[src/rtl/core/fmo_pkg.sv]
// ----------------------------------------------------------------------------
// fmo_pkg
// Shared types, register map and constant functions of the two-operator
// FM oscillator.
// ----------------------------------------------------------------------------
package fmo_pkg;

    typedef longint unsigned u64_t;

    localparam int PADDR_BITS   = 4;
    localparam int REG_IDX_BITS = 2;
    localparam int STEP_BITS    = 32;
    localparam int RATIO_BITS   = 16;
    localparam int DEV_BITS     = 32;

    localparam logic [STEP_BITS-1:0]  CARRIER_STEP_RST = 32'd4280492;
    localparam logic [RATIO_BITS-1:0] RATIO_RST        = 16'd512;
    localparam logic [DEV_BITS-1:0]   DEVIATION_RST    = 32'd0;

    // modulator increment that belongs to the reset register values
    localparam u64_t INC_MOD_RST_WIDE = (u64_t'(CARRIER_STEP_RST) * u64_t'(RATIO_RST)) >> 8;
    localparam logic [STEP_BITS-1:0] INC_MOD_RST = INC_MOD_RST_WIDE[STEP_BITS-1:0];

    // pi/2 in Q30
    localparam u64_t HALF_PI_Q30 = 64'd1686629713;

    typedef enum logic [REG_IDX_BITS-1:0] {
        REG_CARRIER_STEP = 2'd0,
        REG_RATIO        = 2'd1,
        REG_DEVIATION    = 2'd2
    } reg_idx_t;

    typedef struct packed {
        logic [STEP_BITS-1:0] carrier_step;
        logic [DEV_BITS-1:0]  deviation;
    } fmo_cfg_t;

    typedef struct packed {
        logic full;
        logic empty;
    } fmo_q_stat_t;

    // Unsigned 64-bit quotient by restoring long division. Elaboration time
    // only.
    function automatic u64_t fmo_udiv(input u64_t num, input u64_t den);
        logic [63:0] n;
        logic [63:0] quo;
        logic [63:0] rem;
        n   = num;
        quo = '0;
        rem = '0;
        for (int b = 63; b >= 0; b--) begin
            rem = {rem[62:0], n[b]};
            if (rem >= den) begin
                rem    = rem - den;
                quo[b] = 1'b1;
            end
        end
        return quo;
    endfunction

    // Quarter-wave table entry j: Taylor series through x^17 in Q30,
    // scaled to the peak and rounded half up. Elaboration time only.
    function automatic longint fmo_sine_entry(input int j, input int addr_bits,
                                              input int frac_bits);
        u64_t   x;
        u64_t   x2;
        u64_t   term;
        longint sum;
        longint e;
        longint peak;
        x    = (HALF_PI_Q30 * u64_t'(j)) >> addr_bits;
        x2   = (x * x) >> 30;
        term = x;
        sum  = longint'(x);
        peak = (longint'(1) << frac_bits) - 1;
        for (int k = 1; k <= 8; k++) begin
            term = fmo_udiv((term * x2) >> 30, u64_t'((2 * k) * (2 * k + 1)));
            if ((k & 1) != 0)
                sum = sum - longint'(term);
            else
                sum = sum + longint'(term);
        end
        if (sum < 0)
            sum = 0;
        e = (sum * peak + (longint'(1) << 29)) >>> 30;
        if (e > peak)
            e = peak;
        return e;
    endfunction

    // Turn*2^32 increment to phase units, left aligned in 48 bits then
    // shifted down to pb bits; caller keeps the low pb bits.
    function automatic logic [47:0] fmo_to_units(input logic [31:0] v, input int pb);
        return {v, 16'h0000} >> (48 - pb);
    endfunction

endpackage

[src/rtl/core/fmo_if.sv]
// ----------------------------------------------------------------------------
// fmo_if
// Valid/ready channels of the FM oscillator: tick requests in, samples out.
// ----------------------------------------------------------------------------
interface fmo_tick_if;
    logic valid;
    logic ready;
    logic restart;

    modport source (output valid, output restart, input ready);
    modport sink   (input valid, input restart, output ready);
endinterface


[src/rtl/core/fmo_front.sv]
// ----------------------------------------------------------------------------
// fmo_front
// Register file, tick intake and modulator phase accumulator. Each accepted
// tick leaves the modulator phase it samples, plus its restart flag, in the
// queue.
// ----------------------------------------------------------------------------
module fmo_front
    import fmo_pkg::*;
#(
    parameter int PHASE_BITS = 32
)(
    input  logic                  clk,
    input  logic                  rst_n,
    fmo_tick_if.sink              tick,
    input  logic                  psel,
    input  logic                  penable,
    input  logic                  pwrite,
    input  logic [PADDR_BITS-1:0] paddr,
    input  logic [31:0]           pwdata,
    output logic [31:0]           prdata,
    input  fmo_q_stat_t           q_stat,
    output logic                  push,
    output logic [PHASE_BITS:0]   push_data,
    output fmo_cfg_t              cfg
);

    logic [STEP_BITS-1:0]  step_reg, step_next;
    logic [RATIO_BITS-1:0] ratio_reg, ratio_next;
    logic [DEV_BITS-1:0]   dev_reg, dev_next;
    logic [STEP_BITS-1:0]  inc_mod_reg, inc_mod_next;
    logic [PHASE_BITS-1:0] mod_phase_reg, mod_phase_next;

    logic                  wr_en;
    reg_idx_t              reg_sel;
    logic [47:0]           mul_full;
    logic [47:0]           units_wide;
    logic [PHASE_BITS-1:0] base_phase;

    assign wr_en   = psel && penable && pwrite;
    assign reg_sel = reg_idx_t'(paddr[PADDR_BITS-1:2]);

    always_comb
    begin
        step_next  = step_reg;
        ratio_next = ratio_reg;
        dev_next   = dev_reg;
        if (wr_en)
        begin
            unique case (reg_sel)
                REG_CARRIER_STEP: step_next  = pwdata;
                REG_RATIO:        ratio_next = pwdata[RATIO_BITS-1:0];
                REG_DEVIATION:    dev_next   = pwdata;
                default:          ;
            endcase
        end
        // track step*ratio so the increment is ready with the register
        mul_full     = 48'(step_next) * 48'(ratio_next);
        inc_mod_next = mul_full[39:8];
    end

    always_comb
    begin
        unique case (reg_sel)
            REG_CARRIER_STEP: prdata = step_reg;
            REG_RATIO:        prdata = {16'h0000, ratio_reg};
            REG_DEVIATION:    prdata = dev_reg;
            default:          prdata = 32'h0000_0000;
        endcase
    end

    assign tick.ready = !q_stat.full;
    assign push       = tick.valid && !q_stat.full;

    always_comb
    begin
        base_phase     = tick.restart ? '0 : mod_phase_reg;
        units_wide     = fmo_to_units(inc_mod_reg, PHASE_BITS);
        mod_phase_next = mod_phase_reg;
        if (push)
            mod_phase_next = base_phase + units_wide[PHASE_BITS-1:0];
    end

    assign push_data = {tick.restart, base_phase};

    always_ff @(posedge clk or negedge rst_n)
    begin
        if (!rst_n)
        begin
            step_reg      <= CARRIER_STEP_RST;
            ratio_reg     <= RATIO_RST;
            dev_reg       <= DEVIATION_RST;
            inc_mod_reg   <= INC_MOD_RST;
            mod_phase_reg <= '0;
        end
        else
        begin
            step_reg      <= step_next;
            ratio_reg     <= ratio_next;
            dev_reg       <= dev_next;
            inc_mod_reg   <= inc_mod_next;
            mod_phase_reg <= mod_phase_next;
        end
    end

    assign cfg.carrier_step = step_reg;
    assign cfg.deviation    = dev_reg;

endmodule

[src/flat_wrapper.sv]
// flat-port wrapper written by rule: the top's interface ports become plain ports
module fmo_front_flat import fmo_pkg::*;
#(
    parameter int PHASE_BITS = 32
)
  (clk, rst_n, psel, penable, pwrite, paddr, pwdata, prdata, q_stat, push, push_data, cfg, tick_valid, tick_restart, tick_ready);
  fmo_tick_if tick_i ();
  input  logic clk;
  input  logic rst_n;
  input  logic psel;
  input  logic penable;
  input  logic pwrite;
  input  logic [PADDR_BITS-1:0] paddr;
  input  logic [31:0] pwdata;
  output logic [31:0] prdata;
  input  fmo_q_stat_t q_stat;
  output logic push;
  output logic [PHASE_BITS:0] push_data;
  output fmo_cfg_t cfg;
  input wire logic [$bits(tick_i.valid)-1:0] tick_valid;
  input wire logic [$bits(tick_i.restart)-1:0] tick_restart;
  output wire logic [$bits(tick_i.ready)-1:0] tick_ready;
  assign tick_i.valid = tick_valid;
  assign tick_i.restart = tick_restart;
  assign tick_ready = tick_i.ready;
  fmo_front #(.PHASE_BITS(PHASE_BITS)) u_core (.clk(clk), .rst_n(rst_n), .tick(tick_i), .psel(psel), .penable(penable), .pwrite(pwrite), .paddr(paddr), .pwdata(pwdata), .prdata(prdata), .q_stat(q_stat), .push(push), .push_data(push_data), .cfg(cfg));
endmodule
[config.mk]
export PLATFORM = sky130hd
export DESIGN_NAME = fmo_front_flat
export DESIGN_NICKNAME = d
export VERILOG_FILES = /design/src/rtl/core/fmo_pkg.sv /design/src/rtl/core/fmo_if.sv /design/src/rtl/core/fmo_front.sv /design/src/flat_wrapper.sv
export SDC_FILE = /design/constraint.sdc
export NUM_CORES = 1
export LEC_CHECK = 0
export BUFFER_PORTS_ARGS = -buffer_cell sky130_fd_sc_hd__buf_2
export CORE_ASPECT_RATIO = 0.7
export CORE_MARGIN = 1.5
export CORE_UTILIZATION = 55
export DETAILED_ROUTE_END_ITERATION = 6
export GPL_TIMING_DRIVEN = 0
export HOLD_SLACK_MARGIN = 0.05
export PLACE_DENSITY = 0.7
export REMOVE_ABC_BUFFERS = 1
export SKIP_LAST_GASP = 1
export SYNTH_ARGS = -nofsm -noshare
export SYNTH_HDL_FRONTEND = slang
export SYNTH_SLANG_ARGS = --single-unit
[constraint.sdc]
create_clock -name clk -period 8.76 [get_ports clk]
set_input_delay 0.438 -clock clk [delete_from_list [all_inputs] [get_ports clk]]
set_output_delay 0.438 -clock clk [all_outputs]
set_load 0.02 [all_outputs]
Yosys cells after proc, flatten, opt, wreduce, memory -nomap -nowiden
Index checks and enable logic that the tools add are counted.

Bits in registers: 144. Bits in latches: 0. Memory bits (writable): 0. Bits in read-only memories: 0. Output and inout bits: 131. Word-level logic and storage cells: 21. Memories: 0.

Add/subtract/negate cells: 1. Multipliers: 1. Div/mod/pow operators: 0. Magnitude comparators: 0. Eq/ne operators: 2. Shift operators: 0. Muxes and demuxes: 6. Bitwise operators: 0. Reduce and logical (&&, ||, !) cells: 6.

Operator list (number): 32-bit 2-to-1 mux (3); 32-bit one-hot mux with 3 select lines (1); 32-bit by 16-bit multiplier with 40-bit output (1); 32-bit adder (1); 16-bit 2-to-1 mux (2); 1-bit logical AND (3); 2-bit by 1-bit equality test with 1-bit output, second input constant (1); 2-bit equality test, second input constant (1); 2-bit zero test (1); 2-bit AND reduction (1); 1-bit zero test (1).

Longest topological paths before layout
Depth in word-level cells: 4. Depth in mapped cells: 30. Depth with buffers taken out: 26.

Worst setup path before layout
OpenSTA, ideal clock, no wires.

Path kind: in2reg. Start: in paddr[3]. End: reg u_core.inc_mod_reg[15]. Library setup time: 0.075 ns. Arrival time: 7.407 ns. Data required time: 8.685 ns. Setup slack: 1.278 ns. Stages on the path: 27. Path buffers: 3. Cells stage by stage: buf_2 -> nand4b_4 -> nor2_2 -> buf_6 -> buf_2 -> mux2i_1 -> clkinv_1 -> nand2_1 -> fa_1 -> inv_1 -> fa_1 -> fa_1 -> fa_1 -> fa_1 -> inv_1 -> fa_1 -> inv_1 -> ha_1 -> a21o_1 -> a21o_1 -> a21oi_1 -> o2111ai_1 -> o21ai_0 -> nor2_1 -> or2_2 -> a31oi_1 -> xnor2_1.

Word-level cells in the longest chain between the ends: 4.

Ends and longest elaborated chain: start, declared (line flat_wrapper.sv:13) `input logic [PADDR_BITS-1:0] paddr;`; 2-bit zero test (line fmo_front.sv:49) `unique case (reg_sel)`; 32-bit 2-to-1 mux (line fmo_front.sv:49); 32-bit 2-to-1 mux (line fmo_front.sv:47) `if (wr_en)`; named net u_core.step_next[8] (line fmo_front.sv:27) `logic [STEP_BITS-1:0] step_reg, step_next;`; 32-bit by 16-bit multiplier with 40-bit output (line fmo_front.sv:57) `mul_full = 48'(step_next) * 48'(ratio_next);`; named net u_core.mul_full[23] (line fmo_front.sv:35) `logic [47:0] mul_full;`; end signal, assigned (line fmo_front.sv:100) `inc_mod_reg <= inc_mod_next;`; end, declared (line fmo_front.sv:30) `logic [STEP_BITS-1:0] inc_mod_reg, inc_mod_next;`.

The timed path passes the listed nets, and every way through them passes these cells. A chain may end at the register's enable or synchronous reset.

Worst setup path after layout
Start: in paddr[3]. End: reg u_core.inc_mod_reg[27].

Word-level cells in the longest chain between the ends: 4.

Ends and longest elaborated chain (line): 2-bit by 1-bit equality test with 1-bit output / 2-bit zero test (equally long branches) (fmo_front.sv:49); 16-bit 2-to-1 mux / 32-bit 2-to-1 mux (equally long branches) (fmo_front.sv:49); 16-bit 2-to-1 mux / 32-bit 2-to-1 mux (equally long branches) (fmo_front.sv:47); 32-bit by 16-bit multiplier with 40-bit output (*) (fmo_front.sv:57); named net u_core.mul_full[35] (fmo_front.sv:35).

The timed path passes the listed nets; every way through them passes the cells marked *.

==> metrics <==
crit share post-route=between 90% and 100%; H-tree levels=4; FF-to-FF End=u_core.inc_mod_reg[27]; area of placed instances=approximately 0.023 mm2; Initial Utilization=between 50% and 60%; unrepaired setup endpoints after global routing=false; register bit total from synthesis=about 140; clock skew=around 0.017 ns; Crit Reg-Reg Startpoint=u_core.step_reg[8]; met2 WL=27000 um; global-route wire length before repair=91800 um; die height=about 170 um; crit path DAT=roughly 8.8 ns; Worst Hold End=u_core.dev_reg[20]; Least-Margin Pin Slew=between 1 and 1.5 ns; post-synthesis mux area share=slightly below 6%; drt first pass iters=6; largest family of logic cells by synthesized area=adder cells; WL/cell=just under 20 um; Post-synth top cells=inv_1, fa_1, nand2_1; fin. max-slew vios=0; final instance area=around 0.023 mm2; vias in the first global route=approximately 17000; top-area cell type share of the netlist area=between 30% and 40%; GRT Total Usage=around 30%; M1 WL=24200 um; Mapped Cells=between 2000 and 2500; simple-gate share of the synthesized area=13.7%; async set-reset flop share out of synthesis=100%; max-cap violation count=0; clock slew at reported path FFs=~0.080 ns; outcome=complete, no violations; vias per std cell=~5.6; DRT Wirelength=approximately 58000 um; met3 routed WL=~4700 um; crit path kind=in -> reg; Via Count=between 15000 and 20000; cell taking the most area after synthesis=fa_1; Reg2Reg Setup Slack=~1.2 ns; Hold Path Class=in -> reg; Syn-to-layout area delta=9.93%; CTS Buf Count=17; Root Buffer=clkbuf_16; CTS tree=built; CP Launch Type=primary input; Synth Cell Area=between 0.02 and 0.025 mm2; Post-synth EDFFs=0; Worst-Skew Late Latency=~0.46 ns; row cnt=between 50 and 60; proportion of layout cells with a drive suffix above 1=around an eighth; HP Start=pwdata[20]; area share of fa/ha/maj cells after synthesis=a little over two fifths; achievable frequency=~120 MHz; Die W=around 240 um; crit path time final=around 8.4 ns; Die Area=~0.04 mm2; crit path launch=paddr[3]; Critical Path Sink Type=flip-flop; most common cell in the netlist=inv_1; cell depth of the worst hold path=2; synthesized area per cell=roughly 9 um2; Max-slew headroom=between 7 and 8%; Synth area leaders=fa_1, dfrtp_1, inv_1; CP Data Required Time=between 9 and 10 ns; Post-Synth XOR/XNOR Area=a little under 3%; sequential fraction of the synthesis area=17.1%; sinks on the clock net=around 140; predominant post-synthesis flop cell=dfrtp_1; initial antenna violation count=1; DRC viols=0; final hold viol count=0; Ys Warns=0; CP Max Fanout=34; highest metal used=met4; # IOs=around 180; Synth Area in Compound Gates=between 6 and 7%; CTS max path bufs=2; CP dominant cell by count=fa_1; R2R depth=22; Worst path slowest cell=mux2i_1; 1st-iter DRT viols=approximately 1200; Final setup viols=0; ANT nets after route=0; Unique masters post-synth=67; Placer Congestion=a little over 0.9; core area=0.0376 mm2; input/output buffers=172; stage delay of the slowest cell on the critical path=0.90 ns; grt ovf=0; post-DP HPWL=roughly 45000 um; Final #Nets=around 3000; pin count of the biggest net entering global routing=97
how the worst max path moves through the flow:
stage	slack (ns)	cells after the start	to
after detailed placement	-1.19	25	u_core.inc_mod_reg[27]
after CTS	-0.01	25	u_core.inc_mod_reg[27]
final	0.39	25	u_core.inc_mod_reg[27]
after global placement	-2.30	26	u_core.inc_mod_reg[31]
after floorplan	0.85	26	u_core.inc_mod_reg[15]
after global routing	0.05	26	u_core.inc_mod_reg[27]
critical path: cells and delay by family:
| kind | cells | cell delay (ns) |
|---|---|---|
| AO/OA/AOI/OAI | 8 | 1.91 |
| buffers and inverters | 5 | 1.08 |
| multiplexers | 1 | 0.90 |
| adder cells (fa/ha/maj) | 7 | 3.21 |
| XOR/XNOR | 1 | 0.20 |
| AND/OR/NAND/NOR | 3 | 1.00 |
stage by stage:
step / TNS (ns) / cells / hold slack [ns] / utilization, % / worst slack, ns
finish: 0 / 2957 / 0.228 / 62.1 / 0.386
global route: 0 / 2957 / 0.223 / 62.1 / 0.0478
CTS: -0.0127 / 2951 / 0.219 / 61.8 / -0.0127
detailed placement: -17.95 / 2914 / 0.425 / 59.9 / -1.19
global placement: -55.39 / 2907 / 0.448 / 59.5 / -2.30
floorplan: 0 / 2247 / 0.142 / - / 0.849
cell families (layout without fill, tap and decap cells):
family,count (synthesis),after routing
other,0,1
buffers and inverters,579,714
AND/OR/NAND/NOR,704,704
AO/OA/AOI/OAI,215,215
flip-flops,144,144
multiplexers,115,115
adder cells (fa/ha/maj),505,505
XOR/XNOR,71,71
per-layer routing:
| layer | GRT usage, % | up-vias |
|---|---|---|
| li1 | - | 7305 |
| met1 | 40.8 | 8399 |
| met2 | 47.1 | 615 |
| met3 | 7.14 | 135 |
| met4 | 10.5 | 0 |
| met5 | 0 | - |
layout make-up:
class                   instances  area [um2]
repair inverters                4        30.0
well taps                     488         611
flip-flops and latches        144        3620
inverters                     493        1870
clock buffers                  18         439
diodes                          1        2.50
repair buffers                185        1050
multi-input cells            1610       15500
fillers                      3202       14200
clock inverters                14         170
cells in the final DEF, fill, tap and decap left out, types with 4 or more instances in the layout:
master | synthesis | final
inv_1 | 474 | 470
fa_1 | 392 | 392
nand2_1 | 372 | 371
nor2_1 | 224 | 224
buf_2 | 4 | 169
dfrtp_1 | 127 | 127
ha_1 | 113 | 113
o21ai_0 | 66 | 66
mux2i_1 | 73 | 57
a21oi_1 | 53 | 53
xnor2_1 | 48 | 48
nor2b_1 | 39 | 39
mux2_2 | 36 | 36
a21o_1 | 33 | 33
xor2_1 | 23 | 23
clkbuf_16 | 0 | 17
dfstp_2 | 17 | 17
nand3_1 | 14 | 14
and2_1 | 11 | 11
mux2i_4 | 4 | 11
mux2i_2 | 1 | 10
clkinv_1 | 15 | 10
clkinvlp_4 | 0 | 10
nor3_1 | 10 | 10
o21a_1 | 9 | 9
a211oi_1 | 9 | 9
o211ai_1 | 7 | 7
or2_2 | 6 | 6
a31oi_1 | 6 | 6
clkinv_2 | 0 | 5
and3_1 | 5 | 5
nand2b_1 | 5 | 5
inv_2 | 4 | 4
nand4_1 | 4 | 4
inv_6 | 0 | 4
inv_8 | 0 | 4
buf_4 | 1 | 4
timing repair:
action / CTS / global route
gates cloned: 4 / 0
setup buffers: 0 / 5
gates resized for setup: 23 / 13
hold endpoints to repair: 40 / 0
setup endpoints to repair: 18 / 16
hold buffers: 1 / 0
Power is left out: the tool's default activity adds up to more than one toggle a clock period on the data nets, which glitch-free logic cannot reach.
