===== config.mk =====
export PLATFORM = sky130hd
export DESIGN_NAME = fmo_queue
export DESIGN_NICKNAME = d
export VERILOG_FILES = /design/src/rtl/core/fmo_pkg.sv /design/src/rtl/core/fmo_queue.sv
export SDC_FILE = /design/constraint.sdc
export NUM_CORES = 1
export LEC_CHECK = 0
export ABC_AREA = 1
export BUFFER_PORTS_ARGS = -buffer_cell sky130_fd_sc_hd__buf_4
export CAP_MARGIN = 10
export CORE_MARGIN = 10
export CORE_UTILIZATION = 60
export CTS_BUF_LIST = sky130_fd_sc_hd__clkbuf_2
export DETAILED_ROUTE_END_ITERATION = 8
export GPL_ROUTABILITY_DRIVEN = 0
export GPL_TIMING_DRIVEN = 0
export PLACE_DENSITY = 0.81
export SYNTH_ARGS = -nofsm -noshare
export SYNTH_HDL_FRONTEND = slang
export SYNTH_SLANG_ARGS = --single-unit

===== constraint.sdc =====
create_clock -name clk -period 2.2 [get_ports clk]
set_clock_uncertainty 0.2 [all_clocks]
set_input_delay 0.44 -clock clk [delete_from_list [all_inputs] [get_ports clk]]
set_output_delay 0.44 -clock clk [all_outputs]
set_load 0.02 [all_outputs]

===== src/rtl/core/fmo_pkg.sv =====
// ----------------------------------------------------------------------------
// fmo_pkg
// Shared types, register map and constant functions of the two-operator
// FM oscillator.
// ----------------------------------------------------------------------------
package fmo_pkg;

    typedef longint unsigned u64_t;

    localparam int PADDR_BITS   = 4;
    localparam int REG_IDX_BITS = 2;
    localparam int STEP_BITS    = 32;
    localparam int RATIO_BITS   = 16;
    localparam int DEV_BITS     = 32;

    localparam logic [STEP_BITS-1:0]  CARRIER_STEP_RST = 32'd4280492;
    localparam logic [RATIO_BITS-1:0] RATIO_RST        = 16'd512;
    localparam logic [DEV_BITS-1:0]   DEVIATION_RST    = 32'd0;

    // modulator increment that belongs to the reset register values
    localparam u64_t INC_MOD_RST_WIDE = (u64_t'(CARRIER_STEP_RST) * u64_t'(RATIO_RST)) >> 8;
    localparam logic [STEP_BITS-1:0] INC_MOD_RST = INC_MOD_RST_WIDE[STEP_BITS-1:0];

    // pi/2 in Q30
    localparam u64_t HALF_PI_Q30 = 64'd1686629713;

    typedef enum logic [REG_IDX_BITS-1:0] {
        REG_CARRIER_STEP = 2'd0,
        REG_RATIO        = 2'd1,
        REG_DEVIATION    = 2'd2
    } reg_idx_t;

    typedef struct packed {
        logic [STEP_BITS-1:0] carrier_step;
        logic [DEV_BITS-1:0]  deviation;
    } fmo_cfg_t;

    typedef struct packed {
        logic full;
        logic empty;
    } fmo_q_stat_t;

    // Unsigned 64-bit quotient by restoring long division. Elaboration time
    // only.
    function automatic u64_t fmo_udiv(input u64_t num, input u64_t den);
        logic [63:0] n;
        logic [63:0] quo;
        logic [63:0] rem;
        n   = num;
        quo = '0;
        rem = '0;
        for (int b = 63; b >= 0; b--) begin
            rem = {rem[62:0], n[b]};
            if (rem >= den) begin
                rem    = rem - den;
                quo[b] = 1'b1;
            end
        end
        return quo;
    endfunction

    // Quarter-wave table entry j: Taylor series through x^17 in Q30,
    // scaled to the peak and rounded half up. Elaboration time only.
    function automatic longint fmo_sine_entry(input int j, input int addr_bits,
                                              input int frac_bits);
        u64_t   x;
        u64_t   x2;
        u64_t   term;
        longint sum;
        longint e;
        longint peak;
        x    = (HALF_PI_Q30 * u64_t'(j)) >> addr_bits;
        x2   = (x * x) >> 30;
        term = x;
        sum  = longint'(x);
        peak = (longint'(1) << frac_bits) - 1;
        for (int k = 1; k <= 8; k++) begin
            term = fmo_udiv((term * x2) >> 30, u64_t'((2 * k) * (2 * k + 1)));
            if ((k & 1) != 0)
                sum = sum - longint'(term);
            else
                sum = sum + longint'(term);
        end
        if (sum < 0)
            sum = 0;
        e = (sum * peak + (longint'(1) << 29)) >>> 30;
        if (e > peak)
            e = peak;
        return e;
    endfunction

    // Turn*2^32 increment to phase units, left aligned in 48 bits then
    // shifted down to pb bits; caller keeps the low pb bits.
    function automatic logic [47:0] fmo_to_units(input logic [31:0] v, input int pb);
        return {v, 16'h0000} >> (48 - pb);
    endfunction

endpackage


===== src/rtl/core/fmo_queue.sv =====
// ----------------------------------------------------------------------------
// fmo_queue
// Small register FIFO between the tick front end and the sample pipeline.
// ----------------------------------------------------------------------------
module fmo_queue
    import fmo_pkg::*;
#(
    parameter int WIDTH = 33,
    parameter int DEPTH = 4
)(
    input  logic             clk,
    input  logic             rst_n,
    input  logic             push,
    input  logic [WIDTH-1:0] push_data,
    input  logic             pop,
    output logic [WIDTH-1:0] pop_data,
    output fmo_q_stat_t      stat
);

    localparam int PTR_BITS = (DEPTH > 1) ? $clog2(DEPTH) : 1;
    localparam int CNT_BITS = $clog2(DEPTH + 1);
    localparam logic [PTR_BITS-1:0] LAST_PTR = PTR_BITS'(DEPTH - 1);
    localparam logic [CNT_BITS-1:0] FULL_CNT = CNT_BITS'(DEPTH);

    logic [WIDTH-1:0]    entry_reg [DEPTH];
    logic [PTR_BITS-1:0] wr_ptr_reg, wr_ptr_next;
    logic [PTR_BITS-1:0] rd_ptr_reg, rd_ptr_next;
    logic [CNT_BITS-1:0] count_reg, count_next;

    always_comb
    begin
        wr_ptr_next = wr_ptr_reg;
        rd_ptr_next = rd_ptr_reg;
        count_next  = count_reg;
        if (push)
            wr_ptr_next = (wr_ptr_reg == LAST_PTR) ? '0 : wr_ptr_reg + 1'b1;
        if (pop)
            rd_ptr_next = (rd_ptr_reg == LAST_PTR) ? '0 : rd_ptr_reg + 1'b1;
        if (push && !pop)
            count_next = count_reg + 1'b1;
        else if (pop && !push)
            count_next = count_reg - 1'b1;
    end

    always_ff @(posedge clk or negedge rst_n)
    begin
        if (!rst_n)
        begin
            wr_ptr_reg <= '0;
            rd_ptr_reg <= '0;
            count_reg  <= '0;
        end
        else
        begin
            wr_ptr_reg <= wr_ptr_next;
            rd_ptr_reg <= rd_ptr_next;
            count_reg  <= count_next;
        end
    end

    always_ff @(posedge clk)
    begin
        if (push)
            entry_reg[wr_ptr_reg] <= push_data;
    end

    assign pop_data   = entry_reg[rd_ptr_reg];
    assign stat.full  = (count_reg == FULL_CNT);
    assign stat.empty = (count_reg == '0);

endmodule


### Word-level counts from Yosys, hierarchy flattened

Memory sizes are Yosys's and may differ from the RTL's.
Cells that the tools add are included.

| word-level totals | value |
|---|---|
| register bits | 7 |
| memories kept | 1 |
| memory bits (writable) | 132 |
| output and inout bits | 35 |
| word-level logic and storage cells | 23 |
| input bits | 37 |

| cells by class | value |
|---|---|
| multiplexer cells | 6 |
| eq/ne operators | 3 |
| reductions and logical operators | 6 |
| add/sub/neg operators | 4 |

Memories:

| memory | words | bits a word | read ports | clocked after memory_dff | wr ports | RTL line | RTL |
|---|---|---|---|---|---|---|---|
| entry_reg | 4 | 33 | 1 | 0 | 1 | fmo_queue.sv:25 | `logic [WIDTH-1:0] entry_reg [DEPTH];` |

Operators with widths:

| cell | number |
|---|---|
| 3-bit 2-to-1 mux | 2 |
| 2-bit by 1-bit adder with 2-bit output, second input constant | 2 |
| 2-bit == test, second input constant | 2 |
| 2-bit 2-to-1 mux | 2 |
| 3-bit by 1-bit adder with 3-bit output, second input constant | 1 |
| 3-bit == test, second input constant | 1 |
| 3-bit logical NOT | 1 |
| 3-bit by 1-bit subtractor with 3-bit output, second input constant | 1 |
| 1-bit logical AND | 2 |
| 1-bit logical NOT | 2 |
| 1-bit 2-to-1 mux | 2 |
| 2-bit nonzero test | 1 |

### Longest topological paths before layout

Gate-level depths: netlist of the first run.

| logic depth | value |
|---|---|
| word-level depth | 4 |
| gate-level depth with buffers | 9 |
| gate-level depth less buffers | 9 |

### Least setup slack after synthesis of the first run

Ideal clock, no wire load.

| timing path | value |
|---|---|
| kind | register to register |
| start point | reg wr_ptr_reg[0] |
| end point | mem entry_reg[0][0], enable pin |
| period minus slack after synthesis | 1.906 ns |
| library setup time | 0.388 ns |
| stages on the path, launching flop included | 5 |
| required time | 1.612 ns |
| arrival time | 1.318 ns |
| buffers on the path | 0 |
| slack | 0.294 ns |
| cells stage by stage | dfrtp_1 -> inv_1 -> ha_1 -> nand2_1 -> inv_1 |

RTL lines:

| item | RTL line | RTL |
|---|---|---|
| start: declaration | fmo_queue.sv:26 | `logic [PTR_BITS-1:0] wr_ptr_reg, wr_ptr_next;` |
| start signal: assignment | fmo_queue.sv:55 | `wr_ptr_reg <= wr_ptr_next;` |
| end: declaration | fmo_queue.sv:25 |  |

No word-level cell before the write port.

### Final worst setup path of the first run

| timing path | value |
|---|---|
| start point | reg rd_ptr_reg[0] |
| end point | out pop_data[6] |

| between the ends | value |
|---|---|
| cells in the longest elaborated chain, start to end | 1 |

RTL lines:

| item | RTL line | RTL |
|---|---|---|
| start: declaration | fmo_queue.sv:27 | `logic [PTR_BITS-1:0] rd_ptr_reg, rd_ptr_next;` |
| start signal: assignment | fmo_queue.sv:56 | `rd_ptr_reg <= rd_ptr_next;` |
| memory read 4 x 33 bit | n/a |  |
| end: declaration | fmo_queue.sv:16 | `output logic [WIDTH-1:0] pop_data,` |

Every way passes these cells.

==> results of run 1 <==
==> worst max-delay path, stage by stage (launching register included) <==
cell,delay [ns]
dfrtp_1,0.42
inv_4,0.08
buf_12,0.15
buf_6,0.14
o211ai_1,0.27
nand2_1,0.12
buf_6,0.15
==> final timing paths <==
| kind | startpoint | endpoint | slack [ns] | cells past startpoint |
|---|---|---|---|---|
| setup / recovery | rd_ptr_reg[0] | pop_data[6] | -0.41 | 6 |
| hold / removal | push_data[22] | entry_reg[0][22] | 0.31 | 2 |
| setup reg to reg | wr_ptr_reg[0] | entry_reg[2][31] | 0.22 | 4 |
| hold reg to reg | count_reg[2] | count_reg[2] | 0.38 | 2 |
| max in group asynchronous | rst_n | rd_ptr_reg[0] | 1.00 | 3 |
| min in group asynchronous | rst_n | count_reg[0] | 0.53 | 3 |
==> logic make-up (layout without fill, tap and decap cells) <==
group	count (synthesis)	count (layout)	synth area share (%)
xor+xnor	1	1	0.150
simple gates	120	120	7.83
buf+inv	100	253	7.87
flops	139	139	70.9
compound gates	70	70	11.6
fa+ha+maj	7	7	1.63
==> cell type report <==
type / count / area [sq um] / share of cell area [%]
tap: 129 / 161 / 2.12
clock inverter: 14 / 170 / 2.24
inverter: 79 / 304 / 4.00
multi-input combinational: 198 / 1280 / 16.9
sequential: 139 / 4140 / 54.5
clock buffer: 18 / 90.1 / 1.18
timing repair buffer: 121 / 1170 / 15.4
buffer: 21 / 279 / 3.67
==> stage by stage <==
step | area, sq um | instances | worst slack (ns) | hold slack (ns)
after floorplan | 5830 | 437 | 0.294 | -0.0556
after global placement | 6530 | 637 | -0.236 | 0.0561
after detailed placement | 6530 | 637 | 0.258 | 0.0588
after CTS | 7450 | 715 | -0.392 | 0.249
after global routing | 7600 | 719 | -0.512 | 0.202
final | 7600 | 719 | -0.409 | 0.310
==> power breakdown <==
group          switching [mW]  total, mW  internal (mW)  leakage (nW)
logic                    2.58       4.58           2.00          1.74
clock network           0.930       1.57          0.641         0.148
registers               0.168       3.58           3.41          1.29
total                    3.68       9.73           6.05          3.19
==> metal layers <==
metal / part of all wire [%] / wire (microns) / vias to the layer above / global-route usage [%]
met2: 53 / 7160 / 167 / 33.4
met5: 0 / 0 / - / 0
met4: 2.3 / 304 / 0 / 6.49
met3: 7.2 / 959 / 27 / 5.85
met1: 37 / 4970 / 1852 / 21.3
li1: - / - / 1791 / -
==> cells in the mapped netlist (all sizes together) <==
cell type,number
nand4,1
xnor2,1
o21ai,4
nand3,1
nand2,114
edfxtp,132
nor3,2
clkinv,5
dfrtp,7
buf,21
o211ai,66
nor2,2
fa,1
inv,74
ha,6
==> timing repair <==
action	in CTS	in global routing
endpoints found under the hold margin	144	0
cloned	1	3
hold buffers	37	0
setup endpoints to repair	35	35
setup buffers	8	1
pin swaps	2	13
resized for setup	58	22
==> metrics.md, run 1 <==
| Metric | Value |
|---|---|
| Initial antenna violation count | `0` |
| Critical path arrival | `1.97 ns` |
| Maximum clock path buffer count | `2` |
| Routed WL per cell | `18.6 microns` |
| Overflow left after global routing | `0` |
| Worst EP required | `1.56 ns` |
| FILL cells | `502` |
| Initial Utilization | `62.3%` |
| Worst min path class | `input port to flip-flop` |
| Post-synth top area cell | `edfxtp_1` |
| Vias per inst | `5.34` |
| CTS buffer count | `17` |
| Root buf cell | `clkbuf_2` |
| Critical Path Sink Type | `primary output` |
| Largest net degree at the start of global routing | `34` |
| Power after layout | `9.73 mW` |
| P per Cell Area | `1280 nW/um^2` |
| Synth top area cells | `edfxtp_1 68%, nand2_1 7.3%, o211ai_2 6.9%` |
| Synth warn | `0` |
| Final period util | `119%` |
| Die area | `14100 sq um` |
| Max reg flops | `132` |
| Status | `finished, violations left` |
| Clock-pin slew on the worst setup and hold paths | `0.22 ns` |
| Worst skew pair latency | `0.63 ns` |
| Post-route DRC | `0` |
| Maximum vdd ir drop | `0.000724 V` |
| Net Count, Synth | `481` |
| Vias | `3837` |
| # setup viols final | `33` |
| Commonest non-fill, non-tap cell in the layout | `edfxtp_1` |
| Syn Inst Count | `437` |
| Worst Path Max Fanout | `10` |
| Pleak | `3.19 nW` |
| Syn-to-layout area delta | `30.3%` |
| Worst slew margin | `41.5%` |
| Aggregate routed wire length | `13400 microns` |
| Final hold viol count | `0` |
| Violated checks | `setup timing` |
| Setup WS post-layout | `-0.409 ns` |
| FF+latch count, synth | `139` |
| TritonRoute pass-1 iters | `7` |
| Mean post-synth cell area | `13.4 sq um` |
| CP Launch Type | `flip-flop` |
| Post-DP HPWL | `7470 microns` |
| Final core occ | `81.1%` |
| Distinct cells, synth | `20` |
| Slew Limit Fails | `0` |
| Sequential-to-total area share from yosys stat | `70.9%` |
| # rows | `35` |
| Core ar. | `9370 sq um` |
| Fin Setup TNS | `-9.98 ns` |
| First-iteration detailed-routing DRC count | `288` |
| Die Wd | `119 microns` |
| Die Ht | `119 microns` |
| Synth top area share | `67.9%` |
| Setup CP Type | `flip-flop to primary output` |
| Worst-Margin Slew | `0.877 ns` |
| Ant. Diodes | `0` |
| Tot GR Track Use | `19.0%` |
| Mapped cell area | `5830 sq um` |
| Commonest non-fill, non-tap cells in the layout | `132 x edfxtp_1, 105 x nand2_1, 63 x inv_1, 59 x buf_4, 37 x dlygate4sd3_1` |
| Vias in the first global route | `4086` |
| Max-cap viol count | `0` |
| First-pass GRT wire length | `21000 microns` |
| Crit path time final | `2.61 ns` |
| CTS tree | `built` |
| Htree depth | `4` |
| Nets | `621` |
| RSZ-0062 raised after global routing | `true` |
| Routed Antenna Nets | `0` |
| Clock tree sinks | `139` |
| Num ports | `72` |
| Fmax | `0.383 GHz` |
| Port-buffer cells | `71` |
| Layout cells sized above 1 | `32.5%` |
No activity file was read; power rests on OpenSTA's default activity.
==> inputs of run 2 (changes only) <==
- clock period: 2.2 -> 3.33 ns (I/O delays scaled with it)
==> run 2 against run 1 <==
Compared with the run above: the flow now finishes without violations; via count fell by 4.6%; worst hold slack got worse by 0.19 ns; core utilization fell by 4.9 points; critical path depth did not move; non-clock buffer count fell by 14; routed wire length fell by 8.4%; combinational power fell by 47%; power fell by 40%; sequential share of layout area rose by 3.4 points; die area did not move; flip-flop and latch count did not move; highest routed layer unchanged.
==> metrics.md, run 2 (same netlist as run 1, synthesis figures left out) <==
| Metric | Value |
|---|---|
| Maximum vdd ir drop | `0.000463 V (was 0.000724 V)` |
| Post-route DRC | `0 (unchanged)` |
| Die area | `14100 sq um (unchanged)` |
| Initial Utilization | `62.3% (unchanged)` |
| CTS resizes | `0 (was 58)` |
| Worst min path class | `input port to asynchronous set/reset pin (was input port to flip-flop)` |
| RSZ-0062 raised after global routing | `false (was true)` |
| CTS Hold Bufs | `36 (was 37)` |
| Overflow left after global routing | `0 (unchanged)` |
| Max-cap viol count | `0 (unchanged)` |
| # setup viols final | `0 (was 33)` |
| Die Ht | `119 microns (unchanged)` |
| Worst skew pair latency | `0.63 ns (about the same)` |
| Crit path time final | `2.86 ns` |
| Slew Limit Fails | `0 (unchanged)` |
| Status | `finished, final reports clean (was finished, violations left)` |
| Commonest non-fill, non-tap cells in the layout | `132 x edfxtp_1, 114 x nand2_1, 73 x buf_4, 63 x inv_1, 36 x dlygate4sd3_1 (was 132 x edfxtp_1, 105 x nand2_1, 63 x inv_1, 59 x buf_4, 37 x dlygate4sd3_1)` |
| First-iteration detailed-routing DRC count | `191 (was 288)` |
| Worst EP required | `2.46 ns (was 1.56 ns)` |
| Die Wd | `119 microns (unchanged)` |
| Worst Path Max Fanout | `10 (unchanged)` |
| Routed Antenna Nets | `0 (unchanged)` |
| Setup CP Type | `flip-flop to primary output (unchanged)` |
| Placed inst area | `6530 sq um (unchanged)` |
| Critical path arrival | `1.99 ns (was 1.97 ns)` |
| CTS buffer count | `17 (unchanged)` |
| Critical Path Sink Type | `primary output (unchanged)` |
| Clk pwr share | `17.7% (was 16.1%)` |
| Clock tree sinks | `139 (unchanged)` |
| Vias in the first global route | `3949 (was 4086)` |
| Final Non-Filler Cells | `705 (was 719)` |
| Root buf cell | `clkbuf_2 (unchanged)` |
| Fmax | `0.350 GHz` |
| Aggregate routed wire length | `12300 microns (was 13400 microns)` |
| Max reg flops | `132 (unchanged)` |
| P per Cell Area | `815 nW/um^2 (was 1280 nW/um^2)` |
| CTS tree | `built (unchanged)` |
| Port-buffer cells | `71 (unchanged)` |
| Syn-to-layout area delta | `22.5% (was 30.3%)` |
| Nets | `607 (was 621)` |
| Worst slew margin | `43.5% (was 41.5%)` |
| Post-Place Setup Slack | `1.16 ns (was 0.258 ns)` |
| Final hold viol count | `0 (unchanged)` |
| Vias | `3659 (was 3837)` |
| Gate power share | `41.8% (was 47.1%)` |
| FILL cells | `578 (was 502)` |
| NetSw | `2.25 mW (was 3.68 mW)` |
| Core ar. | `9370 sq um (unchanged)` |
| Power after layout | `5.82 mW (was 9.73 mW)` |
| Design internal power | `3.57 mW (was 6.05 mW)` |
| Final period util | `85.9%` |
| Power share of the sequential group | `40.4% (was 36.8%)` |
| Vias per inst | `5.19 (was 5.34)` |
| Num ports | `72 (unchanged)` |
| First-pass GRT wire length | `20000 microns (was 21000 microns)` |
| Fin Setup TNS | `0 ns (was -9.98 ns)` |
| Layout cells sized above 1 | `28.8% (was 32.5%)` |
| Setup bufs post-CTS | `0 (was 8)` |
| Placed insts | `637 (unchanged)` |
| Largest net degree at the start of global routing | `34 (unchanged)` |
| Ant. Diodes | `0 (unchanged)` |
| # rows | `35 (unchanged)` |
| Tot GR Track Use | `17.9% (was 19.0%)` |
| Pleak | `2.99 nW (was 3.19 nW)` |
| CP Launch Type | `flip-flop (unchanged)` |
| Post-DP HPWL | `7470 microns (unchanged)` |
| Htree depth | `4 (unchanged)` |
| Switching part of the total | `38.7% (was 37.8%)` |
| Routed WL per cell | `17.4 microns (was 18.6 microns)` |
| Final core occ | `76.3% (was 81.1%)` |
| Maximum clock path buffer count | `2 (unchanged)` |
| Hold Slack | `0.125 ns (was 0.310 ns)` |
| TritonRoute pass-1 iters | `4 (was 7)` |
| Setup WS post-layout | `0.470 ns (was -0.409 ns)` |
| Clock-pin slew on the worst setup and hold paths | `0.19 ns (was 0.22 ns)` |
| Final Cell Area | `7150 sq um (was 7600 sq um)` |
| Worst-Margin Slew | `0.847 ns (was 0.877 ns)` |
| Initial antenna violation count | `0 (unchanged)` |
| Commonest non-fill, non-tap cell in the layout | `edfxtp_1 (unchanged)` |
==> run 2: cell count changes in the layout (fill, tap and decap cells not counted), sizes merged <==
cell	previous run	this run
buf	102	92
dlygate4sd3	37	36
clkbuf	21	18
==> run 2: power by group through the flow <==
stage	Clock [mW]	Combinational [mW]	Sequential (mW)
after floorplan	0	1.52	2.37
after global placement	0	2.35	2.39
after detailed placement	0	2.42	2.39
after CTS	1.04	2.45	2.35
after global routing	1.13	2.65	2.38
final	1.03	2.44	2.36
==> run 2: critical path: stages (launching register included) <==
cell	delay (ns)
dfrtp_1	0.41
buf_2	0.18
inv_4	0.12
buf_2	0.25
o211ai_1	0.14
nand2_1	0.10
buf_4	0.14
==> run 2: path summary, 6_finish.rpt <==
check / from / endpoint / slack (ns) / cells after the start
worst max-delay path: rd_ptr_reg[1] / pop_data[4] / 0.47 / 6
worst min-delay path: rst_n / count_reg[1] / 0.13 / 2
worst max register to register: wr_ptr_reg[0] / entry_reg[2][20] / 1.38 / 4
worst min register to register: count_reg[2] / count_reg[2] / 0.35 / 2
max in group asynchronous: rst_n / rd_ptr_reg[0] / 2.67 / 2
min in group clk: count_reg[2] / count_reg[2] / 0.35 / 2
==> run 2: layout make-up <==
cell class	instances	area (sq um)	area share (%)
flip-flops and latches	139	4140	57.9
multi-input cells	198	1240	17.3
repair buffers	107	893	12.5
inverters	79	299	4.18
clock inverters	14	170	2.38
well taps	129	161	2.26
plain buffers	21	160	2.24
clock buffers	18	90.1	1.26
==> run 2: per-layer routing <==
layer	part of all wire (%)	routed length [microns]	track usage, %
met3	7.4	909	4.52
met4	1.5	185	7.94
met2	53	6470	31.2
met1	38	4700	20.4
met5	0	0	0
==> inputs of run 3 (changes only) <==
- MAX_ROUTING_LAYER: unset -> met4
==> run 3 against run 2 <==
Compared with the run above: clock power about the same; critical path depth unchanged; routed wire length up 0.41%; combinational power is essentially flat; flip-flop and latch count unchanged; design area did not move; core utilization unchanged; first-iteration DRC count up 16%; non-clock buffer count stayed put; count of clock-buffer cells in the layout unchanged; critical path type unchanged; critical endpoint unchanged.
==> metrics.md, run 3 (same netlist as run 1, synthesis figures left out) <==
| Metric | Value |
|---|---|
| Worst slew margin | `42.0% (was 43.5%)` |
| Ant. Diodes | `0 (unchanged)` |
| Post-DP HPWL | `7470 microns (unchanged)` |
| CTS tree | `built (unchanged)` |
| CTS buffer count | `17 (unchanged)` |
| CTS resizes | `0 (unchanged)` |
| Worst min path class | `input port to asynchronous set/reset pin (unchanged)` |
| Largest net degree at the start of global routing | `34 (unchanged)` |
| Worst skew pair latency | `0.62 ns (was 0.63 ns)` |
| Critical path arrival | `1.99 ns (about the same)` |
| Worst Path Max Fanout | `10 (unchanged)` |
| Clock-pin slew on the worst setup and hold paths | `0.19 ns (about the same)` |
| Slew Limit Fails | `0 (unchanged)` |
| Critical Path Sink Type | `primary output (unchanged)` |
| Pleak | `2.99 nW (unchanged)` |
| Status | `finished, final reports clean (unchanged)` |
| RSZ-0062 raised after global routing | `false (unchanged)` |
| Nets | `607 (unchanged)` |
| First-pass GRT wire length | `20000 microns (about the same)` |
| Root buf cell | `clkbuf_2 (unchanged)` |
| Initial antenna violation count | `0 (unchanged)` |
| NetSw | `2.25 mW (about the same)` |
| # rows | `35 (unchanged)` |
| Setup CP Type | `flip-flop to primary output (unchanged)` |
| TritonRoute pass-1 iters | `5 (was 4)` |
| Switching part of the total | `38.7% (about the same)` |
| Commonest non-fill, non-tap cell in the layout | `edfxtp_1 (unchanged)` |
| Fmax | `0.350 GHz (about the same)` |
| Commonest non-fill, non-tap cells in the layout | `132 x edfxtp_1, 114 x nand2_1, 73 x buf_4, 63 x inv_1, 36 x dlygate4sd3_1 (unchanged)` |
| Worst EP required | `2.46 ns (about the same)` |
| Vias | `3664 (was 3659)` |
| Core ar. | `9370 sq um (unchanged)` |
| Tot GR Track Use | `18.5% (was 17.9%)` |
| First-iteration detailed-routing DRC count | `222 (was 191)` |
| Fin Setup TNS | `0 ns (unchanged)` |
| Routed Antenna Nets | `0 (unchanged)` |
| Max-cap viol count | `0 (unchanged)` |
| Final Cell Area | `7150 sq um (unchanged)` |
| Htree depth | `4 (unchanged)` |
| Overflow left after global routing | `0 (unchanged)` |
| Gate power share | `42.0% (was 41.8%)` |
| Vias per inst | `5.20 (was 5.19)` |
| Crit path time final | `2.86 ns (about the same)` |
| Syn-to-layout area delta | `22.5% (unchanged)` |
| Final hold viol count | `0 (unchanged)` |
| CP Launch Type | `flip-flop (unchanged)` |
| Maximum clock path buffer count | `2 (unchanged)` |
| Maximum vdd ir drop | `0.000465 V (was 0.000463 V)` |
| Post-route DRC | `0 (unchanged)` |
| Vias in the first global route | `3949 (unchanged)` |
| # setup viols final | `0 (unchanged)` |
| Routed WL per cell | `17.5 microns (was 17.4 microns)` |
| Die area | `14100 sq um (unchanged)` |
| Placed inst area | `6530 sq um (unchanged)` |
| Max reg flops | `132 (unchanged)` |
| Num ports | `72 (unchanged)` |
| Worst-Margin Slew | `0.870 ns (was 0.847 ns)` |
| Aggregate routed wire length | `12300 microns (about the same)` |
| Power share of the sequential group | `40.4% (about the same)` |
| Die Ht | `119 microns (unchanged)` |
| Port-buffer cells | `71 (unchanged)` |
| Clk pwr share | `17.6% (was 17.7%)` |
| Design internal power | `3.57 mW (about the same)` |
| Clock tree sinks | `139 (unchanged)` |
| Die Wd | `119 microns (unchanged)` |
| P per Cell Area | `815 nW/um^2 (about the same)` |
| Initial Utilization | `62.3% (unchanged)` |
| Final period util | `85.9% (about the same)` |
| Layout cells sized above 1 | `28.8% (unchanged)` |
## run 3: repair_timing
item | 4_1_cts | 5_1_grt
hold endpoints to repair | 143 | 0
hold buffers | 36 | 0
setup buffers | 0 | 0
## run 3: layout make-up
| class | count | area, sq um |
|---|---|---|
| clock buffers | 18 | 90.1 |
| inverters | 79 | 299 |
| plain buffers | 21 | 160 |
| flip-flops and latches | 139 | 4140 |
| fillers | 578 | 2220 |
| clock inverters | 14 | 170 |
| repair buffers | 107 | 893 |
| multi-input cells | 198 | 1240 |
| well taps | 129 | 161 |
## run 3: layer usage
metal  GRT usage, %  vias to the layer above  part of all wire, %
li1               -                     1763                    -
met1           20.9                     1753                   41
met2           31.2                      129                   52
met3           4.14                       19                  5.3
met4           7.71                        0                  1.9
met5              -                        -                    0
## run 3: worst paths after layout
path,startpoint,endpoint,slack [ns],cells after the start
worst min register to register,count_reg[2],count_reg[2],0.35,2
worst max register to register,wr_ptr_reg[0],entry_reg[2][31],1.36,4
worst max-delay path,rd_ptr_reg[1],pop_data[4],0.47,6
min in group clk,count_reg[2],count_reg[2],0.35,2
worst min-delay path,rst_n,count_reg[0],0.14,2
max in group asynchronous,rst_n,rd_ptr_reg[0],2.65,2
## run 3: through the flow
step	cells	util, %	setup WS, ns	total power, mW	hold slack [ns]
after CTS	705	76.3	0.390	5.85	0.0808
after global routing	705	76.3	0.337	6.17	0.0838
after detailed placement	637	69.7	1.16	4.81	0.285
after global placement	637	69.7	0.733	4.74	0.281
after floorplan	437	-	1.38	3.89	0.170
final	705	76.3	0.470	5.83	0.141
## run 3: worst max-delay path, stage by stage, from the launching register on
cell and delay [ns]:
dfrtp_1 0.42, buf_2 0.18, inv_4 0.12, buf_2 0.25, o211ai_1 0.15, nand2_1 0.10, buf_4 0.14
## run 3: power by group through the flow
stage	clock network (mW)	registers (mW)	logic (mW)
6_report	1.03	2.36	2.44
5_1_grt	1.13	2.38	2.65
4_1_cts	1.04	2.35	2.45
3_5_place_dp	0	2.39	2.42
3_3_place_gp	0	2.39	2.35
2_1_floorplan	0	2.37	1.52
